--- src/rrmg_pkg.sv ---
// ---------------------------------------------------------------------------
// rrmg_pkg
// Shared types, constants and helpers for the request rate and motion guard.
// ---------------------------------------------------------------------------
package rrmg_pkg;

	localparam int TAG_SLOTS  = 256;
	localparam int TAG_W      = $clog2(TAG_SLOTS);
	localparam int MIN_WINDOW = 50;

	localparam int TIME_W  = 32;
	localparam int CNT_W   = 16;
	localparam int COORD_W = 24;
	localparam int LIM_W   = 23;
	localparam int PROD_W  = 2 * COORD_W;
	localparam int ADDR_W  = 5;
	localparam int DATA_W  = 32;

	localparam logic [CNT_W-1:0] MIN_WINDOW_V = CNT_W'(MIN_WINDOW);

	localparam logic [CNT_W-1:0] RST_WINDOW  = 16'd1000;
	localparam logic [CNT_W-1:0] RST_MAX_REQ = 16'd10;
	localparam logic             RST_ENFORCE = 1'b1;

	typedef enum logic [2:0] {
		REG_WINDOW   = 3'd0,
		REG_MAX_REQ  = 3'd1,
		REG_ENFORCE  = 3'd2,
		REG_MAX_SPD  = 3'd3,
		REG_BOUND    = 3'd4
	} reg_idx_t;

	typedef enum logic [1:0] {
		VERDICT_OK      = 2'd0,
		VERDICT_NO_AUTH = 2'd1,
		VERDICT_RATE    = 2'd2,
		VERDICT_MOTION  = 2'd3
	} verdict_t;

	typedef struct packed {
		logic [TIME_W-1:0] start;
		logic [CNT_W-1:0]  count;
	} bucket_t;

	typedef struct packed {
		logic clr;
		logic mul_en;
		logic acc_en;
	} sq_ctrl_t;

	function automatic logic [COORD_W-1:0] mag(input logic [COORD_W-1:0] v);
		mag = v[COORD_W-1] ? (~v + COORD_W'(1)) : v;
	endfunction

endpackage

--- src/rrmg_sq_unit.sv ---
// ---------------------------------------------------------------------------
// rrmg_sq_unit
// Shared squaring multiplier with registered product and sum-of-squares
// accumulator.
// ---------------------------------------------------------------------------
module rrmg_sq_unit
	import rrmg_pkg::*;
(
	input  logic               clk,
	input  sq_ctrl_t           ctrl,
	input  logic [COORD_W-1:0] operand,
	output logic [PROD_W-1:0]  prod,
	output logic [PROD_W-1:0]  acc
);

	logic [PROD_W-1:0] prod_q;
	logic [PROD_W-1:0] acc_q;

	always_ff @(posedge clk) begin
		if (ctrl.mul_en) begin
			prod_q <= PROD_W'(operand) * PROD_W'(operand);
		end
		if (ctrl.clr) begin
			acc_q <= '0;
		end else if (ctrl.acc_en) begin
			acc_q <= acc_q + prod_q;
		end
	end

	assign prod = prod_q;
	assign acc  = acc_q;

endmodule

--- config.mk ---
export PLATFORM = sky130hd
export DESIGN_NAME = rrmg_sq_unit
export DESIGN_NICKNAME = d
export VERILOG_FILES = /design/src/rrmg_pkg.sv /design/src/rrmg_sq_unit.sv
export SDC_FILE = /design/constraint.sdc
export NUM_CORES = 1
export LEC_CHECK = 0
export BUFFER_PORTS_ARGS = -buffer_cell sky130_fd_sc_hd__buf_2
export CAP_MARGIN = 20
export CORE_UTILIZATION = 50
export CTS_CLUSTER_SIZE = 10
export DETAILED_ROUTE_END_ITERATION = 7
export GPL_ROUTABILITY_DRIVEN = 0
export PLACE_DENSITY = 0.67
export REMOVE_ABC_BUFFERS = 1
export SLEW_MARGIN = 20
export SYNTH_ARGS = -nofsm -noshare
export SYNTH_HDL_FRONTEND = slang
export SYNTH_SLANG_ARGS = --single-unit
--- constraint.sdc ---
create_clock -name clk -period 12.65 [get_ports clk]
set_clock_uncertainty 0.05 [all_clocks]
set_input_delay 0.6325 -clock clk [delete_from_list [all_inputs] [get_ports clk]]
set_output_delay 0.6325 -clock clk [all_outputs]
set_load 0.005 [all_outputs]
# After elaboration in Yosys (flattened, before gate mapping)

Index checks and enable logic that the tools add are counted.

Multipliers: 1
Add/subtract/negate cells: 1

Operators by type and width:

| cell                                           | number |
|---|---|
| 48-bit adder                                   | 1 |
| 24-bit by 24-bit multiplier with 48-bit output | 1 |

Input bits: 28
Output and inout port bits: 96
Flip-flop bits (word level): 96

# Longest topological paths before layout

Gate-level depths: netlist of run 1.

Word-level depth: 1
Gate-level depth with buffers: 27
Mapped depth without buffers: 26

# Worst setup path before layout of run 1

OpenSTA, ideal clock, no wires.

Path type: input-to-reg
Start: input port operand[18]
End: register prod_q[44], in the netlist prod[44], data pin
Stages on the path: 23
Arrival time: 6.859 ns
Path buffers: 3
Library setup time: 0.261 ns
Path slack: 5.480 ns
Cell sequence: clkbuf_1 > clkbuf_1 > nand2_1 > fa_1 > inv_1 > fa_1 > inv_1 > fa_1 > fa_1 > inv_1 > fa_1 > fa_1 > inv_1 > fa_1 > inv_1 > ha_1 > clkbuf_1 > nand4_1 > a2111oi_4 > o21ai_0 > or4b_1 > nand4_1 > xor2_1

Cells in the longest elaborated chain, start to end: 1

Ends and longest elaborated chain:

| item                                           | RTL line           | RTL |
|---|---|---|
| start, declared                                | rrmg_sq_unit.sv:11 | `input logic [COORD_W-1:0] operand,` |
| 24-bit by 24-bit multiplier with 48-bit output | rrmg_sq_unit.sv:21 | `prod_q <= PROD_W'(operand) * PROD_W'(operand);` |
| end signal, assigned                           | rrmg_sq_unit.sv:21 |  |
| end, declared                                  | rrmg_sq_unit.sv:16 | `logic [PROD_W-1:0] prod_q;` |

Every way passes these cells.
A chain may end at the register's enable or synchronous reset.

# Final worst setup path of run 1

Start: input port operand[2]
End: register prod_q[47], in the netlist prod[47], data pin

Same word-level chain as after synthesis.

==> flow_summary.ini, run 1 <==
[clock_tree]
cts_setup_buffers = 0
cts_made_buffers = 9
cts_tree = built
cts.root.buffer_cell = clkbuf_16
cts_buffer_depth = 2
insertion_delay_ns = 0.35
cts.clk_slew.worst_paths_ns = 0.07
cts_sinks = 95
htree_levels = 3
cts_hold_buf = 0
post_cts_resized = 0

[routing]
route.detailed.drc = 0
vias = 16700
drtPass1Iterations = 5
viasPerCell = 5.35
wl_per_cell_um = 17.1
ant_nets = 0
drtIter0Drc = 985
wl_mm = 53.4

[sta]
slew_violations = 0
maxClockFrequency_mhz = 134
hold_violations = 0
setup_viol = 0
tightest_slew_ns = 0.787
period_share_pct = 59.2
tns_ns = 0
max-slew-margin-rel_pct = 47.5
rsz0062_at_grt = false
fin_crit_ns = 7.49

[floorplanning]
fp.coreArea_mm2 = 0.0442
initial_core_util_pct = 50.7
pin_count = 124
die-area_mm2 = 0.0457
die_h_um = 214
num_rows = 77
fp.dieW_um = 214

[synthesis]
synth_cell_types = 79
async_reset_ff_share_pct = 0
avgSynthCellArea_um2 = 9.07
synth-seq-cells = 95
syn_area_mm2 = 0.0224
synthFlopType = dfxtp_1
yosysWarnings = 0
ys_seq_area_share_pct = 10.6
synth_edf_count = 47
synth_cells = 2470

[layout]
diodes = 0
area_growth_pct = 5.86
nets = 3194
drive_gt1_share_pct = 6.94

[global_routing]
grt_pass1_vias = 17700
grt_pass1_wl_mm = 88.0
antenna_found_initial = 0
grt_usage_pct = 24.5
overflow = 0
grt_max_degree = 60

[worst_setup_path]
cp-end-kind = flip-flop
crit_required_ns = 12.71
crit_arrival_ns = 7.55
crit_path_start_kind = input pin
critPathKind = input pin to flip-flop
worst-path-max-fanout = 24

[place]
dp_hpwl_mm = 43.7
numPortBuffers = 122

[run]
drv_cap = 0

[outcome]
status = completed

[worst_hold_path]
hold_path.class = flip-flop to flip-flop
-- per-stage QoR --
stage	hold slack [ns]	instance area, um^2	worst slack, ns	utilization (%)	cells
floorplan	0.410	22100	5.99	-	2383
global placement	0.415	23400	4.90	53.0	3099
detailed placement	0.423	23400	4.86	53.0	3099
CTS	0.440	23700	5.23	53.6	3115
global route	0.458	23700	4.72	53.6	3115
finish	0.442	23700	5.16	53.6	3115
-- metal layers --
metal,global-route usage (%),vias to the layer above,share of wire [%]
met4,6.67,0,2.5
met1,33.5,8298,45
met2,41.5,564,47
met5,0,-,0
met3,2.36,80,5.7
li1,-,7728,-
-- critical path: stages --
cell,delay (ns)
buf_2,0.45
nand2_1,0.21
fa_1,0.58
inv_1,0.06
fa_1,0.52
inv_1,0.05
fa_1,0.53
inv_1,0.06
fa_1,0.50
inv_1,0.06
fa_1,0.52
inv_1,0.05
fa_1,0.47
inv_1,0.05
fa_1,0.47
inv_1,0.04
ha_1,0.35
a21oi_1,0.30
o21ai_0,0.16
o2111a_1,0.28
o31ai_1,0.10
a31oi_1,0.24
o21ai_1,0.40
o2111ai_1,0.17
a31oi_1,0.22
xnor2_1,0.08
-- synthesized netlist by cell type, types with 27 or more instances --
cell type  count  area share (%)
inv_1        628              11
xnor2_1       63             2.5
fa_1         423              38
a21o_1        38             1.3
nor2_1        98             1.6
clkbuf_1      73             1.2
xor2_1        33             1.3
edfxtp_1      47             6.3
dfxtp_1       48             4.3
and2_1       117             3.3
ha_1         225              13
nand3_1       27            0.60
o21ai_0       50             1.1
mux2i_1       28             1.3
nand2_1      215             3.6
a21oi_1      111             2.5
-- cell usage in the layout, fill, tap and decap left out, types with 16 or more instances in the layout --
cell type    n
inv_1      628
fa_1       423
ha_1       225
nand2_1    215
buf_2      121
and2_1     117
a21oi_1    111
nor2_1      98
xnor2_1     63
o21ai_0     50
dfxtp_1     48
edfxtp_1    47
a21o_1      38
xor2_1      33
mux2i_1     28
nand3_1     27
nand2b_1    20
nand4_1     17
o21bai_1    16
-- kinds of logic (layout without fill, tap and decap cells) --
logic type | after synthesis | in the layout | synth area share, %
other | 1 | 1 | 0.0167
adders and majority gates | 648 | 648 | 50.4
muxes | 30 | 30 | 1.35
and+or+nand+nor | 558 | 558 | 12.1
DFF | 95 | 95 | 10.6
buffers and inverters | 715 | 768 | 12.1
xor gates and xnor gates | 96 | 96 | 3.75
AOI/OAI and AO/OA | 327 | 327 | 9.72
-- final timing paths --
path	from	end	slack, ns	cells after the start
max	operand[2]	prod[47]$_DFFE_PP_	5.16	26
min	acc[46]$_SDFFE_PP0P_	acc[46]$_SDFFE_PP0P_	0.44	2
max reg2reg	prod[0]$_DFFE_PP_	acc[42]$_SDFFE_PP0P_	9.17	11
min reg2reg	acc[46]$_SDFFE_PP0P_	acc[46]$_SDFFE_PP0P_	0.44	2
-- registers in the layout, indices dropped and copies added (netlist names) --
name	cells
prod	47
acc	48
-- area by class of cell --
type                       count  area (um^2)
clock inverter                 7         65.1
multi-input combinational   1660        17300
timing repair buffer         124          628
clock buffer                   9          225
fill                        4010        20500
tap                          592          741
sequential                    95         2370
inverter                     628         2360
Power of run 1 is not shown: default switching activity piles up to over one toggle a cycle in this logic, so the estimate is an artifact.
==> run 2, diff against run 1 <==
--- a/config.mk
+++ b/config.mk
@@ -5,6 +5,7 @@
 export SDC_FILE = /design/constraint.sdc
 export NUM_CORES = 1
 export LEC_CHECK = 0
+export ABC_AREA = 1
 export BUFFER_PORTS_ARGS = -buffer_cell sky130_fd_sc_hd__buf_2
 export CAP_MARGIN = 20
 export CORE_UTILIZATION = 50
==> constraint.sdc (replaced) <==
create_clock -name clk -period 7.8 [get_ports clk]
set_clock_uncertainty 0.05 [all_clocks]
set_input_delay 0.39 -clock clk [delete_from_list [all_inputs] [get_ports clk]]
set_output_delay 0.39 -clock clk [all_outputs]
set_load 0.005 [all_outputs]
==> run 2 against run 1 <==
Register-to-register slack worse by 3.7 ns. Non-clock buffer count up 3. Synthesized area is 10% higher. Via count increased by 21%. Critical path depth is 4 lower. Sequential cell count unchanged. Cell count increased by 32%.
==> flow_summary.ini, run 2 <==
[clock_tree]
insertion_delay_ns = 0.37
htree_levels = 3
cts_setup_buffers = 0
cts.root.buffer_cell = clkbuf_16
post_cts_resized = 0
cts_hold_buf = 0
cts_made_buffers = 9
cts.clk_slew.worst_paths_ns = 0.08
cts_tree = built
cts_buffer_depth = 2
cts_sinks = 95

[layout]
multi_input_area_mm2 = 0.0182
seqCellArea_mm2 = 0.00237
fin_util_pct = 53.6
largest_reg_flops = 48
fillCellCount = 4858
layout_common_cells = inv_1 (1020), nand2_1 (804), fa_1 (423)
final_common_cell = inv_1
diodes = 0
area_growth_pct = 6.18
drive_gt1_share_pct = 6.79
nets = 4117

[run]
drv_cap = 0

[sta]
setup_viol = 0
fin_crit_ns = 6.59
tightest_slew_ns = 0.895
max-slew-margin-rel_pct = 40.3
hold_violations = 0
maxClockFrequency_mhz = 152
slew_violations = 0
period_share_pct = 84.5
rsz0062_at_grt = false
tns_ns = 0

[routing]
viasPerCell = 4.93
route.detailed.drc = 0
wl_mm = 63.8
wl_per_cell_um = 15.5
ant_nets = 0
vias = 20200
drtPass1Iterations = 6
drtIter0Drc = 1517

[worst_setup_path]
critPathKind = input pin to flip-flop
crit_path_start_kind = input pin
cp-end-kind = flip-flop
crit_arrival_ns = 6.69
crit_required_ns = 7.90
worst-path-max-fanout = 25

[synthesis]
avgSynthCellArea_um2 = 7.32
synth_edf_count = 47
synth_top_area_share_pct = 34.3
synth_cells = 3368
async_reset_ff_share_pct = 0
synth.most_common_cell = inv_1
synth_cell_types = 43
ys_top_cells_by_area = fa_1 (34%), inv_1 (16%), nand2_1 (12%)
synthFlopType = dfxtp_1
yosysTopAreaCell = fa_1
yosysWarnings = 0
synth-seq-cells = 95
ys_seq_area_share_pct = 9.62
syn_area_mm2 = 0.0247
synthTopCellsByCount = inv_1 (1020), nand2_1 (804), fa_1 (423)

[global_routing]
overflow = 0
grt_max_degree = 73
grt_usage_pct = 26.7
antenna_found_initial = 0
grt_pass1_wl_mm = 105
grt_pass1_vias = 20400

[floorplanning]
fp.coreArea_mm2 = 0.0488
die-area_mm2 = 0.0502
initial_core_util_pct = 50.5
pin_count = 124
num_rows = 81
die_h_um = 224
fp.dieW_um = 224

[place]
numPortBuffers = 122
dp_hpwl_mm = 54.5

[outcome]
status = completed

[worst_hold_path]
hold_path.class = flip-flop to flip-flop
run 2: worst max-delay path, cell delays in order:
cell	delay (ns)
buf_2	0.51
nand2_1	0.24
fa_1	0.59
inv_1	0.05
fa_1	0.47
fa_1	0.54
inv_1	0.05
fa_1	0.50
inv_1	0.07
fa_1	0.55
fa_1	0.45
fa_1	0.48
ha_1	0.44
nand2_1	0.15
nor2_1	0.20
inv_2	0.07
nor3_2	0.10
inv_1	0.09
nor2_1	0.19
nand2_1	0.08
nand2_1	0.12
xor2_1	0.31
run 2: path summary, 6_finish.rpt:
kind | from | end | slack (ns) | depth (start not counted)
min | acc[38]$_SDFFE_PP0P_ | acc[38]$_SDFFE_PP0P_ | 0.50 | 2
min reg2reg | acc[38]$_SDFFE_PP0P_ | acc[38]$_SDFFE_PP0P_ | 0.50 | 2
max | operand[16] | prod[30]$_DFFE_PP_ | 1.21 | 22
max reg2reg | prod[2]$_DFFE_PP_ | acc[31]$_SDFFE_PP0P_ | 5.46 | 12
run 2: per-stage QoR:
| stage | instance area, um^2 | hold WS [ns] | setup WS [ns] | std cells |
|---|---|---|---|---|
| after floorplan | 24400 | 0.439 | 2.00 | 3303 |
| after global placement | 25900 | 0.481 | 0.876 | 4094 |
| after detailed placement | 25900 | 0.480 | 0.876 | 4094 |
| after CTS | 26200 | 0.502 | 1.25 | 4110 |
| after global routing | 26200 | 0.538 | 0.895 | 4110 |
| final | 26200 | 0.499 | 1.21 | 4110 |
run 2: layer usage:
metal / up-vias / global-route usage (%) / routed length, um
met5: - / 0 / 0
met3: 87 / 1.68 / 3180
met1: 9704 / 36.4 / 28600
met4: 0 / 6.47 / 1400
met2: 591 / 46.4 / 30600
li1: 9866 / - / -
run 2: layout make-up:
type | count | share of cell area (%)
clock inverter | 7 | 0.291
multi-input combinational | 2172 | 69.3
clock buffer | 9 | 0.860
sequential | 95 | 9.06
tap | 664 | 3.17
inverter | 1036 | 14.8
timing repair buffer | 127 | 2.47
run 2: logic make-up (layout without fill, tap and decap cells):
family / Yosys count / after routing / synth area share, %
buffers and inverters: 1101 / 1179 / 16.8
flip-flops: 95 / 95 / 9.62
other: 1 / 1 / 0.0152
XOR/XNOR: 66 / 66 / 2.34
AO/OA/AOI/OAI: 196 / 196 / 4.46
AND/OR/NAND/NOR: 1261 / 1261 / 21.0
adder cells (fa/ha/maj): 648 / 648 / 45.7
Power of run 2 is left out for the same reason.
==> run 3, diff against run 2 <==
--- a/config.mk
+++ b/config.mk
@@ -5,7 +5,7 @@
 export SDC_FILE = /design/constraint.sdc
 export NUM_CORES = 1
 export LEC_CHECK = 0
-export ABC_AREA = 1
+export ABC_AREA = 0
 export BUFFER_PORTS_ARGS = -buffer_cell sky130_fd_sc_hd__buf_2
 export CAP_MARGIN = 20
 export CORE_UTILIZATION = 50
==> constraint.sdc (replaced) <==
create_clock -name clk -period 6.2 [get_ports clk]
set_clock_uncertainty 0.05 [all_clocks]
set_input_delay 0.31 -clock clk [delete_from_list [all_inputs] [get_ports clk]]
set_output_delay 0.31 -clock clk [all_outputs]
set_load 0.005 [all_outputs]
==> run 3 against run 2 <==
The run now ends with setup timing left. Core utilization rose by 7.9 points. Worst hold slack got worse by 0.20 ns. Highest routed layer unchanged. Cell count shrank 16%.
==> flow_summary.ini, run 3 (synthesis gave the netlist of run 1 again) <==
[outcome]
status = finished, violations left
violations = setup timing

[worst_setup_path]
rr_endpoint = acc[44]$_SDFFE_PP0P_
r2r_cells = 10
worst-path-max-fanout = 7
reg2reg_slack_ns = 2.77
crit_start = operand[2]
crit_required_ns = 6.25
endpoint = prod[45]$_DFFE_PP_
crit_arrival_ns = 6.46
crit_path_start_kind = input pin
cp-end-kind = flip-flop
r2r_start = prod[8]$_DFFE_PP_
critPathKind = input pin to flip-flop

[floorplanning]
die_h_um = 214
num_rows = 77
pin_count = 124
die-area_mm2 = 0.0457
fp.coreArea_mm2 = 0.0442
initial_core_util_pct = 50.7
fp.dieW_um = 214

[global_routing]
grt_pass1_vias = 19300
antenna_found_initial = 1
grt_max_degree = 53
grt_pass1_wl_mm = 95.1
overflow = 0
grt.met1_usage_pct = 34.9
grt_usage_pct = 26.6
grt_use_met2_pct = 45.1
grtUsageMet3_pct = 3.35
busiest_layer = met2

[clock_tree]
htree_levels = 3
cts.root.buffer_cell = clkbuf_16
cts_buffer_depth = 2
cts_tree = built
insertion_delay_ns = 0.36
cts_made_buffers = 9
cts_sinks = 95
cts.clk_slew.worst_paths_ns = 0.07

[layout]
layout_common_cells = inv_1 (612), fa_1 (412), buf_4 (288)
drive_gt1_share_pct = 21.8
area_growth_pct = 21.5
final_common_cell = inv_1
largest_reg_flops = 48
nets = 3512

[sta]
hold_violations = 0
period_share_pct = 103
fin_crit_ns = 6.40
maxClockFrequency_mhz = 156
setup_viol = 10
slew_violations = 0
max-slew-margin-rel_pct = 49.9
tightest_slew_ns = 0.752
final.setup.worst_slack_ns = -0.205
rsz0062_at_grt = true

[routing]
drtPass1Iterations = 7
ant_nets = 0
wl_mm = 59.5
wl_per_cell_um = 17.3
vias = 18100
viasPerCell = 5.28
route.detailed.drc = 0
drtIter0Drc = 1152

[place]
pre_cts_slack_ns = -0.869
numPortBuffers = 122
dp_hpwl_mm = 50.9

[worst_hold_path]
hold_path.class = input pin to flip-flop

[run]
drv_cap = 0
run 3: worst min path at each step:
stage | start | endpoint | depth (start not counted)
finish | operand[0] | prod[0]$_DFFE_PP_ | 2
global route | operand[0] | prod[0]$_DFFE_PP_ | 2
CTS | operand[0] | prod[0]$_DFFE_PP_ | 2
detailed placement | acc[46]$_SDFFE_PP0P_ | acc[46]$_SDFFE_PP0P_ | 2
global placement | acc[46]$_SDFFE_PP0P_ | acc[46]$_SDFFE_PP0P_ | 2
floorplan | ctrl[2] | acc[24]$_SDFFE_PP0P_ | 1
run 3: per-layer routing:
layer | share of wire (%) | up-vias
li1 | - | 8381
met1 | 42 | 8992
met2 | 48 | 628
met3 | 6.1 | 124
met4 | 3.4 | 0
met5 | 0 | -
run 3: timing repair:
action,in CTS,in global routing
pin swaps,75,38
setup buffers,12,9
resized for setup,177,74
hold buffers,0,0
endpoints found under the setup margin,23,22
run 3: stage by stage:
step / instance area [um^2] / utilization [%] / setup TNS, ns / std cells / hold slack [ns]
after global placement: 25700 / 58.1 / -14.22 / 3396 / 0.417
after CTS: 26800 / 60.6 / -0.324 / 3424 / 0.290
after floorplan: 22100 / - / -0.778 / 2383 / 0.329
final: 27200 / 61.5 / -0.916 / 3435 / 0.297
after detailed placement: 25700 / 58.1 / -16.93 / 3396 / 0.426
after global routing: 27200 / 61.5 / -3.77 / 3434 / 0.305
run 3: worst max-delay path, stage by stage:
cell and delay, ns:
buf_12 0.12, buf_8 0.12, buf_6 0.13, and2_4 0.15
fa_1 0.52, fa_1 0.56, inv_2 0.04, fa_1 0.51
fa_1 0.56, inv_1 0.05, fa_1 0.45, fa_1 0.50
inv_1 0.05, fa_1 0.49, inv_2 0.05, ha_4 0.27
nand3_1 0.12, nor2_2 0.21, nand2_1 0.11, a211oi_2 0.30
o211ai_1 0.20, o221ai_2 0.24, nand2_2 0.09, o31ai_2 0.20
xor2_1 0.09
run 3: cell type report:
class                   count  area, um^2
flip-flops and latches     95        2370
fillers                  3671       17000
multi-input cells        1660       18000
clock buffers              10         239
diodes                      2        5.00
repair buffers            442        3440
inverters                 628        2360
well taps                 592         741
clock inverters             6        72.6
Power of run 3 is left out for the same reason.
